<file path="config.mk">
export PLATFORM = sky130hd
export DESIGN_NAME = adsr_envelope_generator_unit
export DESIGN_NICKNAME = d
export VERILOG_FILES = /design/src/design/adsr_pkg.sv /design/src/design/adsr_core.sv /design/src/design/adsr_envelope_generator_unit.sv
export VERILOG_INCLUDE_DIRS = /design/src /design/src/design
export SDC_FILE = /design/constraint.sdc
export NUM_CORES = 1
export LEC_CHECK = 0
export BUFFER_PORTS_ARGS = -buffer_cell sky130_fd_sc_hd__buf_2
export CORE_MARGIN = 2
export CORE_UTILIZATION = 30
export CTS_BUF_LIST = sky130_fd_sc_hd__clkbuf_16
export DETAILED_ROUTE_END_ITERATION = 10
export GPL_ROUTABILITY_DRIVEN = 0
export HOLD_SLACK_MARGIN = 0.15
export PLACE_DENSITY = 0.49
export SKIP_CTS_REPAIR_TIMING = 1
export SYNTH_ARGS = -nofsm -noshare
export SYNTH_HDL_FRONTEND = slang
export SYNTH_SLANG_ARGS = --single-unit
</file>
<file path="constraint.sdc">
create_clock -name clk_i -period 16.1 [get_ports clk_i]
set_input_delay 2.415 -clock clk_i [delete_from_list [all_inputs] [get_ports clk_i]]
set_output_delay 2.415 -clock clk_i [all_outputs]
set_load 0.1 [all_outputs]
</file>
<file path="src/design/adsr_envelope_generator_unit_assert.svh">
// ----------------------------------------------------------------------------
// ADSR envelope generator assertion macros
// Shared concurrent assertion forms, clocked on clk_i and disabled in reset.
// ----------------------------------------------------------------------------
`ifndef ADSR_ENVELOPE_GENERATOR_UNIT_ASSERT_SVH
`define ADSR_ENVELOPE_GENERATOR_UNIT_ASSERT_SVH

// Same-cycle implication.
`define ADSR_ASSERT_SAME(label, ante, cons) \
  label: assert property (@(posedge clk_i) disable iff (!rst_ni) (ante) |-> (cons)) \
    else $error("adsr assertion failed");

// Next-cycle implication.
`define ADSR_ASSERT_NEXT(label, ante, cons) \
  label: assert property (@(posedge clk_i) disable iff (!rst_ni) (ante) |=> (cons)) \
    else $error("adsr assertion failed");

`endif

</file>
<file path="src/design/adsr_pkg.sv">
// ----------------------------------------------------------------------------
// ADSR envelope generator package
// Types, codes, the rate period table and the period load arithmetic.
// ----------------------------------------------------------------------------
package adsr_pkg;

  localparam int unsigned RateW  = 17;
  localparam int unsigned LimitW = 15;

  localparam logic [7:0] CyclesPerTickRst = 8'd63;
  localparam logic [7:0] SrByteRst        = 8'hF0;
  localparam logic [4:0] ExpoLimitRst     = 5'd1;
  localparam logic [LimitW-1:0] RateLimitRst = 15'd9;
  localparam logic signed [RateW:0] DelayWrap = 18'sd32767;

  // Item commands.
  localparam logic CMD_TICK  = 1'b0;
  localparam logic CMD_WRITE = 1'b1;

  // Register selects.
  localparam logic [1:0] SEL_CONTROL = 2'd0;
  localparam logic [1:0] SEL_AD      = 2'd1;
  localparam logic [1:0] SEL_SR      = 2'd2;

  // Phase codes as seen on the result port.
  localparam logic [1:0] PHASE_CODE_ATTACK  = 2'd0;
  localparam logic [1:0] PHASE_CODE_DECAY   = 2'd1;
  localparam logic [1:0] PHASE_CODE_RELEASE = 2'd2;

  typedef enum logic [2:0] {
    PH_ATTACK  = 3'b001,
    PH_DECAY   = 3'b010,
    PH_RELEASE = 3'b100
  } phase_e;

  typedef struct packed {
    logic       command;
    logic [1:0] reg_select;
    logic [7:0] write_data;
  } item_t;

  typedef struct packed {
    logic [7:0] level;
    logic [1:0] phase;
    logic       frozen;
  } result_t;

  typedef struct packed {
    logic signed [RateW-1:0] rate_count;
    logic [LimitW-1:0]       rate_limit;
  } status_t;

  function automatic logic [LimitW-1:0] period_lookup(input logic [3:0] nibble);
    logic [LimitW-1:0] p;
    unique case (nibble)
      4'd0:  p = 15'd9;
      4'd1:  p = 15'd32;
      4'd2:  p = 15'd63;
      4'd3:  p = 15'd95;
      4'd4:  p = 15'd149;
      4'd5:  p = 15'd220;
      4'd6:  p = 15'd267;
      4'd7:  p = 15'd313;
      4'd8:  p = 15'd392;
      4'd9:  p = 15'd977;
      4'd10: p = 15'd1954;
      4'd11: p = 15'd3126;
      4'd12: p = 15'd3907;
      4'd13: p = 15'd11720;
      4'd14: p = 15'd19532;
      4'd15: p = 15'd31251;
    endcase
    return p;
  endfunction

  // Counter adjustment on a period load: the counter may sit a whole wrap
  // away from the new period, so it is pulled by one wrap either way.
  function automatic logic signed [RateW-1:0] load_count(
    input logic signed [RateW-1:0] cnt,
    input logic [LimitW-1:0]       lim
  );
    logic signed [RateW:0] c;
    logic signed [RateW:0] l;
    c = {cnt[RateW-1], cnt};
    l = $signed({3'b000, lim});
    if ((l - c) > DelayWrap) begin
      c = c + DelayWrap;
    end
    if (l <= c) begin
      c = c - DelayWrap;
    end
    return c[RateW-1:0];
  endfunction

  function automatic logic [1:0] phase_code(input phase_e ph);
    logic [1:0] code;
    unique case (ph)
      PH_ATTACK: code = PHASE_CODE_ATTACK;
      PH_DECAY:  code = PHASE_CODE_DECAY;
      default:   code = PHASE_CODE_RELEASE;
    endcase
    return code;
  endfunction

endpackage

</file>
<file path="src/design/adsr_core.sv">
// ----------------------------------------------------------------------------
// ADSR envelope core
// Envelope state registers and the single-pass next-state logic per item.
// ----------------------------------------------------------------------------
module adsr_core import adsr_pkg::*; (
  input  logic    clk_i,
  input  logic    rst_ni,
  input  logic    item_fire_i,
  input  item_t   item_i,
  input  logic    cfg_we_i,
  input  logic [7:0] cfg_data_i,
  output result_t result_o,
  output status_t status_o
);

  logic [7:0]              cpt_q;
  logic signed [RateW-1:0] cnt_q, cnt_d;
  logic [LimitW-1:0]       lim_q, lim_d;
  logic [7:0]              expo_q, expo_d;
  logic [4:0]              expo_lim_q, expo_lim_d;
  logic [7:0]              lvl_q, lvl_d;
  phase_e                  ph_q, ph_d;
  logic                    hold_q, hold_d;
  logic                    gate_q, gate_d;
  logic [7:0]              ad_q, ad_d;
  logic [7:0]              sr_q, sr_d;

  logic signed [RateW:0]   sum;
  logic                    step;
  logic [7:0]              sustain;

  always_comb begin
    cnt_d      = cnt_q;
    lim_d      = lim_q;
    expo_d     = expo_q;
    expo_lim_d = expo_lim_q;
    lvl_d      = lvl_q;
    ph_d       = ph_q;
    hold_d     = hold_q;
    gate_d     = gate_q;
    ad_d       = ad_q;
    sr_d       = sr_q;
    sum        = {cnt_q[RateW-1], cnt_q} + $signed({10'd0, cpt_q});
    step       = 1'b0;
    sustain    = {sr_q[7:4], sr_q[7:4]};

    if (item_i.command == CMD_TICK) begin
      if (sum < $signed({3'b000, lim_q})) begin
        cnt_d = sum[RateW-1:0];
      end else begin
        cnt_d = '0;
        step  = 1'b1;
        // The prescaler is bypassed in attack.
        if (ph_q != PH_ATTACK) begin
          expo_d = expo_q + 8'd1;
          if (expo_d != {3'b000, expo_lim_q}) begin
            step = 1'b0;
          end
        end
      end
      if (step) begin
        expo_d = '0;
        if (!hold_q) begin
          unique case (ph_q)
            PH_ATTACK: begin
              lvl_d = lvl_q + 8'd1;
              if (lvl_d == 8'hff) begin
                ph_d  = PH_DECAY;
                lim_d = period_lookup(ad_q[3:0]);
                cnt_d = load_count(cnt_d, lim_d);
              end
            end
            PH_DECAY: begin
              if (lvl_q != sustain) begin
                lvl_d = lvl_q - 8'd1;
              end
            end
            default: begin
              lvl_d = lvl_q - 8'd1;
            end
          endcase
          // Exponential breakpoints; reaching zero freezes the level.
          unique case (lvl_d)
            8'hff:   expo_lim_d = 5'd1;
            8'h5d:   expo_lim_d = 5'd2;
            8'h36:   expo_lim_d = 5'd4;
            8'h1a:   expo_lim_d = 5'd8;
            8'h0e:   expo_lim_d = 5'd16;
            8'h06:   expo_lim_d = 5'd30;
            8'h00: begin
              expo_lim_d = 5'd1;
              hold_d     = 1'b1;
            end
            default: expo_lim_d = expo_lim_q;
          endcase
        end
      end
    end else begin
      unique case (item_i.reg_select)
        SEL_CONTROL: gate_d = item_i.write_data[0];
        SEL_AD:      ad_d   = item_i.write_data;
        SEL_SR:      sr_d   = item_i.write_data;
        default:     gate_d = gate_q;
      endcase
      // Gate edges first, then the handler of the phase that results.
      if (!gate_q && gate_d) begin
        ph_d   = PH_ATTACK;
        lim_d  = period_lookup(ad_d[7:4]);
        cnt_d  = load_count(cnt_d, lim_d);
        hold_d = 1'b0;
      end else if (gate_q && !gate_d) begin
        ph_d  = PH_RELEASE;
        lim_d = period_lookup(sr_d[3:0]);
        cnt_d = load_count(cnt_d, lim_d);
      end
      unique case (ph_d)
        PH_ATTACK: lim_d = period_lookup(ad_d[7:4]);
        PH_DECAY:  lim_d = period_lookup(ad_d[3:0]);
        default:   lim_d = period_lookup(sr_d[3:0]);
      endcase
      cnt_d = load_count(cnt_d, lim_d);
    end
  end

  always_ff @(posedge clk_i or negedge rst_ni) begin
    if (!rst_ni) begin
      cpt_q      <= CyclesPerTickRst;
      cnt_q      <= '0;
      lim_q      <= RateLimitRst;
      expo_q     <= '0;
      expo_lim_q <= ExpoLimitRst;
      lvl_q      <= '0;
      ph_q       <= PH_RELEASE;
      hold_q     <= 1'b1;
      gate_q     <= 1'b0;
      ad_q       <= '0;
      sr_q       <= SrByteRst;
    end else begin
      if (cfg_we_i) begin
        cpt_q <= cfg_data_i;
      end
      if (item_fire_i) begin
        cnt_q      <= cnt_d;
        lim_q      <= lim_d;
        expo_q     <= expo_d;
        expo_lim_q <= expo_lim_d;
        lvl_q      <= lvl_d;
        ph_q       <= ph_d;
        hold_q     <= hold_d;
        gate_q     <= gate_d;
        ad_q       <= ad_d;
        sr_q       <= sr_d;
      end
    end
  end

  assign result_o.level  = lvl_d;
  assign result_o.phase  = phase_code(ph_d);
  assign result_o.frozen = hold_d;

  assign status_o.rate_count = cnt_q;
  assign status_o.rate_limit = lim_q;

endmodule

</file>
<file path="src/design/adsr_envelope_generator_unit.sv">
// ----------------------------------------------------------------------------
// ADSR envelope generator unit
// One voice's envelope generator with exponential decay, one result per item.
// ----------------------------------------------------------------------------
//   Channel  Direction  Handshake              Beat carries
//   in       sink       in_valid_i/in_stall_o  command, reg_select, write_data
//   out      source     out_valid_o/out_stall_i level, phase, frozen flag
//   cfg      sink       cfg_valid_i/cfg_ready_o cycles per tick
//
// One item is accepted per cycle while in_stall_o is low. The input register
// takes the beat, the core works on it combinationally and the result
// register is loaded from the core output when the result is not stalled.
// Reset puts the envelope in release, frozen at zero; no clearing pass.
// A stalled result holds the input register, which then raises in_stall_o.
// ----------------------------------------------------------------------------
module adsr_envelope_generator_unit import adsr_pkg::*; (
  input  logic       clk_i,
  input  logic       rst_ni,
  input  logic       in_valid_i,
  output logic       in_stall_o,
  input  logic       command_i,
  input  logic [1:0] reg_select_i,
  input  logic [7:0] write_data_i,
  output logic       out_valid_o,
  input  logic       out_stall_i,
  output logic [7:0] envelope_level_o,
  output logic [1:0] envelope_phase_o,
  output logic       frozen_at_zero_o,
  input  logic       cfg_valid_i,
  output logic       cfg_ready_o,
  input  logic [7:0] cfg_data_i
);

  logic    in_valid_q;
  item_t   item_q;
  logic    out_valid_q;
  result_t res_q;
  result_t core_res;
  status_t core_stat;
  logic    out_hold;
  logic    advance;
  logic    rate_in_range;

  assign out_hold   = out_valid_q && out_stall_i;
  assign advance    = in_valid_q && !out_hold;
  assign in_stall_o = in_valid_q && out_hold;
  assign cfg_ready_o = 1'b1;

  always_ff @(posedge clk_i or negedge rst_ni) begin
    if (!rst_ni) begin
      in_valid_q <= 1'b0;
    end else if (!in_stall_o) begin
      in_valid_q <= in_valid_i;
    end
  end

  always_ff @(posedge clk_i) begin
    if (in_valid_i && !in_stall_o) begin
      item_q.command    <= command_i;
      item_q.reg_select <= reg_select_i;
      item_q.write_data <= write_data_i;
    end
  end

  adsr_core u_core (
    .clk_i       (clk_i),
    .rst_ni      (rst_ni),
    .item_fire_i (advance),
    .item_i      (item_q),
    .cfg_we_i    (cfg_valid_i && cfg_ready_o),
    .cfg_data_i  (cfg_data_i),
    .result_o    (core_res),
    .status_o    (core_stat)
  );

  always_ff @(posedge clk_i or negedge rst_ni) begin
    if (!rst_ni) begin
      out_valid_q <= 1'b0;
    end else if (!out_hold) begin
      out_valid_q <= in_valid_q;
    end
  end

  always_ff @(posedge clk_i) begin
    if (advance) begin
      res_q <= core_res;
    end
  end

  assign out_valid_o      = out_valid_q;
  assign envelope_level_o = res_q.level;
  assign envelope_phase_o = res_q.phase;
  assign frozen_at_zero_o = res_q.frozen;

  assign rate_in_range = $signed(core_stat.rate_count) < $signed({2'b00, core_stat.rate_limit});

`include "adsr_envelope_generator_unit_assert.svh"

  `ADSR_ASSERT_SAME(a_frozen_level_zero, out_valid_o && frozen_at_zero_o, envelope_level_o == 8'h00)
  `ADSR_ASSERT_SAME(a_rate_below_limit, 1'b1, rate_in_range)
  `ADSR_ASSERT_NEXT(a_accept_to_stage, in_valid_i && !in_stall_o, in_valid_q)
  `ADSR_ASSERT_NEXT(a_stage_to_result, in_valid_q && !(out_valid_o && out_stall_i), out_valid_o)

endmodule
</file>
## Yosys cells after proc, flatten, opt, wreduce, memory -nomap -nowiden

Memories as Yosys holds them, arrays and structs flattened.
Cells that the tools add are included.

- Add/sub/neg operators: 15
- Order comparisons: 9
- Equal/unequal tests: 21
- Mux-type cells: 82
- Bitwise gates (word level): 2
- Reduce and logical (&&, ||, !) cells: 23

Operators by type and width:

| cell | count |
|---|---|
| 18-bit two-way mux | 15 |
| 15-bit two-way mux | 16 |
| 17-bit two-way mux | 14 |
| 8-bit two-way mux | 14 |
| 18-bit by 16-bit > comparator with 1-bit output, second input constant | 4 |
| 16-bit by 18-bit less-or-equal comparator with 1-bit output | 4 |
| 16-bit by 17-bit subtractor with 18-bit output | 4 |
| 17-bit by 16-bit subtractor with 17-bit output, second input constant | 4 |
| 17-bit by 16-bit adder with 18-bit output, second input constant | 3 |
| 15-bit case mux with 2 select lines | 1 |
| 5-bit case mux with 6 select lines | 1 |
| 3-bit two-way mux | 8 |
| 17-bit by 9-bit adder with 18-bit output | 1 |
| 18-bit by 16-bit less-than comparator with 1-bit output | 1 |
| 8-bit by 1-bit adder with 8-bit output, second input constant | 2 |
| 8-bit equality test, second input constant | 2 |
| 8-bit case mux with 2 select lines | 1 |
| 1-bit two-way mux | 11 |
| 5-bit AND reduction | 2 |
| 3-bit by 1-bit equality test with 1-bit output, second input constant | 3 |
| 3-bit by 2-bit equality test with 1-bit output, second input constant | 3 |
| 8-bit by 3-bit equality test with 1-bit output, second input constant | 1 |
| 8-bit by 4-bit equality test with 1-bit output, second input constant | 1 |
| 8-bit by 5-bit equality test with 1-bit output, second input constant | 1 |
| 22 further kinds | 35 |

- Register bits: 106
- Memory bits (read-only): 1440
- Bits of input ports: 24
- Logic and storage cells: 178
- Memories kept: 6

Memories:

| name | words | bits a word | rd ports | clocked after Yosys merged registers in | wr ports | RTL line | text |
|---|---|---|---|---|---|---|---|
| (no name shown) | 16 | 15 | 1 | 0 | 0 | adsr_pkg.sv:55 | `unique case (nibble)` |
| (no name shown) | 16 | 15 | 1 | 0 | 0 | adsr_pkg.sv:55 |  |
| (no name shown) | 16 | 15 | 1 | 0 | 0 | adsr_pkg.sv:55 |  |
| (no name shown) | 16 | 15 | 1 | 0 | 0 | adsr_pkg.sv:55 |  |
| (no name shown) | 16 | 15 | 1 | 0 | 0 | adsr_pkg.sv:55 |  |
| (no name shown) | 16 | 15 | 1 | 0 | 0 | adsr_pkg.sv:55 |  |

## Depth between registers and ports, before layout

- Depth in word-level cells: 26
- Mapped depth: 70
- Mapped depth without buffers: 67

## Modules after synthesis

From an unflattened synthesis, not the netlist that was laid out.

- Cells, all modules: 2092
- Area, all modules: 15942.8 sq um

By module, submodules not included:

| module | times used | cells an instance | area each (sq um) | seq. area each (sq um) |
|---|---|---|---|---|
| adsr_core | 1 | 2060 | 15178.3 | 2070.7 |
| adsr_envelope_generator_unit | 1 | 32 | 764.5 | 710.7 |

## Worst setup path after synthesis

Ideal clock, no wire load.

- Kind: flip-flop to flip-flop
- Start point: register item_q[8] in the netlist's numbering
- End point: register u_core.cnt_q[16]
- Library setup time: 94 ps
- Arrival time: 13016 ps
- Data required time: 16006 ps
- Path slack: 2991 ps
- Cell stages (with the launch flop): 66
- Path buffers: 6
- Path through: edfxtp_1 -> nand2b_1 -> clkbuf_1 -> mux2i_1 -> inv_1 -> ha_1 -> a21oi_1 -> o21ai_0 -> ha_1 -> inv_1 -> fa_1 -> a21o_1 -> a311oi_1 -> nor3_1 -> or3_1 -> buf_2 -> a311oi_2 -> clkbuf_1 -> [... 30 more ...] -> nand3_1 -> o31a_1 -> buf_2 -> o41a_1 -> or2_2 -> ha_1 -> nand4_1 -> nor2_1 -> nand2_1 -> or3_1 -> nor3_1 -> a211o_1 -> a41oi_1 -> a211oi_4 -> buf_6 -> a211oi_1 -> xor2_1 -> a221oi_2

- Longest elaborated chain between the ends: 25
- Elaborated cells between the ends (all ways): 58
- Those cells by class: add/sub: 7; order compare: 6; eq/ne: 4; mux: 32; reduce/logical: 4; memory: 5

RTL lines:

| item | RTL line | text |
|---|---|---|
| start, declared | adsr_envelope_generator_unit.sv:35 | `item_t item_q;` |
| 2-bit equality test | adsr_core.sv:99 | `unique case (item_i.reg_select)` |
| 8-bit two-way mux | adsr_core.sv:99 |  |
| 8-bit two-way mux | adsr_core.sv:47 | `if (item_i.command == CMD_TICK) begin` |
| memory read 16 x 15 bit | - |  |
| 15-bit two-way mux | adsr_core.sv:111 | `end else if (gate_q && !gate_d) begin` |
| 15-bit two-way mux | adsr_core.sv:106 | `if (!gate_q && gate_d) begin` |
| 15-bit two-way mux | adsr_core.sv:47 |  |
| 16-bit by 17-bit subtractor with 18-bit output | adsr_pkg.sv:86 | `if ((l - c) > DelayWrap) begin` |
| [... 9 more ...] | - |  |
| 17-bit two-way mux | adsr_core.sv:47 |  |
| 16-bit by 17-bit subtractor with 18-bit output | adsr_pkg.sv:86 |  |
| 18-bit by 16-bit > comparator with 1-bit output | adsr_pkg.sv:86 |  |
| 18-bit two-way mux | adsr_pkg.sv:86 |  |
| 18-bit two-way mux | adsr_core.sv:47 |  |
| 17-bit by 16-bit subtractor with 17-bit output / 16-bit by 18-bit less-or-equal comparator with 1-bit output (equally long branches) | adsr_pkg.sv:90, adsr_pkg.sv:89 |  |
| 17-bit two-way mux (*) | adsr_pkg.sv:89 | `if (l <= c) begin` |
| 17-bit two-way mux (*) | adsr_core.sv:47 |  |
| end signal, assigned | adsr_core.sv:143 | `cnt_q <= cnt_d;` |
| end, declared | adsr_core.sv:17 | `logic signed [RateW-1:0] cnt_q, cnt_d;` |

Mark *: on every way between the ends. The rest lies on a longest branch, timed or not. The select of a mux whose other input is x is not followed.
A chain may end at the register's enable or synchronous reset.

## Worst setup path after layout

- Start point: register item_q[8] in the netlist's numbering
- End point: register u_core.cnt_q[6]

The elaborated chain is that of the path after synthesis.

==> qor.csv <==
stage,metric,value,unit
status,status,"finished, final reports clean",
floorplanning,Initial Util,0.302,
worst_hold_path,Worst Hold Class,flip-flop to flip-flop,
grt,vias in the first global route,16000,
synthesis,synthesized flop and latch total,106,
sta,final slew viol count,0,
clock_tree,total CTS buffers,9,
sta,Slew Limit Headroom,0.163,
sta,clk_skew,0.0164,ns
floorplanning,num rows,85,
synthesis,post-synthesis sequential area ratio,0.172,
setup_path,Critical Path Source Type,flip-flop,
floorplanning,die height,236,um
sta,final worst-path cycle share,0.943,
setup_path,Worst setup EP type,flip-flop,
sta,total negative slack,0,ns
grt,largest net degree at the start of global routing,55,
synthesis,"Avg Cell Area, Syn",7.64,um2
clock_tree,CTS Buffer Depth,2,
setup_path,Critical Path RT,16.39,ns
setup_path,flop2flop setup slack,0.92,ns
placed_design,DP HPWL,51600,um
sta,RSZ-0062 raised after global routing,no,
synthesis,cell with the most instances after synthesis,nand2_1,
setup_path,Crit-path slowest cell,edfxtp_1,
detailed_routing,Vias/cell,5.96,
detailed_routing,Starting DRT DRC Count,1755,
synthesis,yosys warns,0,
setup_path,Crit Path Max Fanout,14,
sta,Least-Margin Pin Slew,1.24,ns
synthesis,cell taking the most area after synthesis,ha_1,
sta,Final Hold Fails,0,
synthesis,post-synth top area share,0.147,
setup_path,CP Data Arrival Time,15.47,ns
placed_design,Placement Cell Area,0.0172,mm2
grt,first-pass GRT wire length,99500,um
clock_tree,Clock Pin Slew Worst Setup and Hold Paths,0.08,ns
sta,final setup fails,0,
synthesis,Synth area leaders,"ha_1 15%, dfrtp_1 11%, nand2_1 5.3%",
floorplanning,Die ar.,0.0558,mm2
setup_path,crit-path max cell delay,0.50,ns
synthesis,Gate Count Post-Synth,2119,
layout,area of the multi-input gates,0.0127,mm2
clock_tree,htree depth,3,
detailed_routing,DRC Markers,0,
clock_tree,Root Buffer Master,clkbuf_16,
clock_tree,Num Clock Sinks,106,
setup_path,"Worst Path Class, Setup",flip-flop to flip-flop,
layout,final instance area,0.0175,mm2
grt,Congestion Overflow GR,0,
layout,area grow syn2layout,8.34,%
detailed_routing,Initial DRT Pass Iterations,6,
synthesis,Post-synth top cells,"227 x nand2_1, 192 x nor2_1, 190 x ha_1",
setup_path,CP dominant cell by count,ha_1,
detailed_routing,"antenna viol nets, final",0,
flow_run,Max-Cap Viols,0,
floorplanning,die width,236,um
placed_design,count of input and output buffers,36,
synthesis,Syn Nets,2338,
layout,share of cells above drive strength 1,0.110,
layout,Fill cells,5746,
synthesis,synth unique cells,115,
floorplanning,core area,0.0536,mm2
detailed_routing,total wire length,65400,um
grt,initial antenna violation count,0,
floorplanning,Ports,38,
detailed_routing,DR vias,16800,
synthesis,Post-synth EDFFs,22,
clock_tree,TritonCTS clock tree,done,
synthesis,Synth Flop Type,dfrtp_1,
synthesis,fraction of registers with async set or reset after synthesis,0.792,
synthesis,Syn Std Cell Area,0.0162,mm2
sta,Tmin final,15.18,ns
layout,Layout Nets,2334,
sta,Max Fclk,0.0659,GHz
grt,Global Route Usage Sum,0.231,
layout,Seq. cell area,0.00278,mm2
clock_tree,clk_lat worst skew,0.39,ns
detailed_routing,Wirelength per Cell,23.2,um
==> area by class of cell <==
type / instances / share of cell area
Multi-Input combinational cell: 1815 / 0.722
Sequential cell: 106 / 0.159
Tap cell: 696 / 0.0497
Timing Repair Buffer: 80 / 0.0300
Inverter: 103 / 0.0221
Clock buffer: 9 / 0.0128
Clock inverter: 7 / 0.00443
Antenna cell: 1 / 0.000143
==> metrics by stage <==
stage | setup slack [ns] | instances | hold slack [ns] | util
final | 0.924 | 2817 | 0.477 | 0.327
after global routing | 0.0230 | 2816 | 0.499 | 0.327
after CTS | 0.402 | 2814 | 0.480 | 0.326
after detailed placement | 0.480 | 2798 | 0.469 | 0.320
after global placement | 0.823 | 2798 | 0.462 | 0.320
after floorplan | 2.99 | 2119 | 0.450 | -
==> state kept, by name, summed over array words and instances, names as in the netlist <==
name / flops
u_core.lvl_q: 8
u_core.expo_lim_q: 5
u_core.gate_q: 1
u_core.cnt_q: 17
u_core.lim_q: 15
frozen_at_zero_o: 1
out_valid_o: 1
envelope_level_o: 8
in_valid_q: 1
u_core.ad_q: 8
u_core.hold_q: 1
envelope_phase_o: 2
u_core.sr_q: 8
u_core.expo_q: 8
u_core.cpt_q: 8
u_core.ph_q: 3
item_q: 11
==> cells in the final DEF, fill, tap and decap left out, types with 69 or more instances in the layout <==
master	count
nand2_1	227
nor2_1	192
ha_1	190
a21oi_1	155
o21ai_0	113
inv_1	95
xnor2_1	83
nor3_1	82
nand3_1	80
dfrtp_1	69
==> critical path: cells and delay by family (launching register included) <==
family	cells	cell delay, ns
compound gates	32	6.73
xor+xnor	1	0.45
fa+ha+maj	8	2.47
buf+inv	7	0.78
flops	1	0.50
mux	2	0.57
simple gates	17	3.54
==> per-layer routing <==
layer / routed length (um) / global-route usage / vias to the layer above
li1: - / - / 7866
met1: 28300 / 0.309 / 8063
met2: 28700 / 0.361 / 724
met3: 5070 / 0.0382 / 146
met4: 3390 / 0.114 / 0
met5: 0 / 0 / -
==> cell families after synthesis <==
family,count (synthesis),share of synthesized area
and+or+nand+nor,824,0.252
DFF,106,0.172
AOI/OAI and AO/OA,614,0.266
muxes,74,0.0493
buffers and inverters,198,0.0487
xor gates and xnor gates,106,0.0582
adders and majority gates,196,0.154
other,1,0.000232
==> path summary, 6_finish.rpt <==
path	start	to	depth (start not counted)
hold reg to reg	u_core.lim_q[0]	u_core.lim_q[0]	2
min in group asynchronous	rst_ni	u_core.lim_q[2]	1
hold / removal	u_core.lim_q[0]	u_core.lim_q[0]	2
setup reg to reg	item_q[8]	u_core.cnt_q[6]	67
max in group asynchronous	rst_ni	u_core.lvl_q[6]	2
setup / recovery	item_q[8]	u_core.cnt_q[6]	67
Power is left out: the tool's default activity adds up to more than one toggle a clock period on the data nets, which glitch-free logic cannot reach.
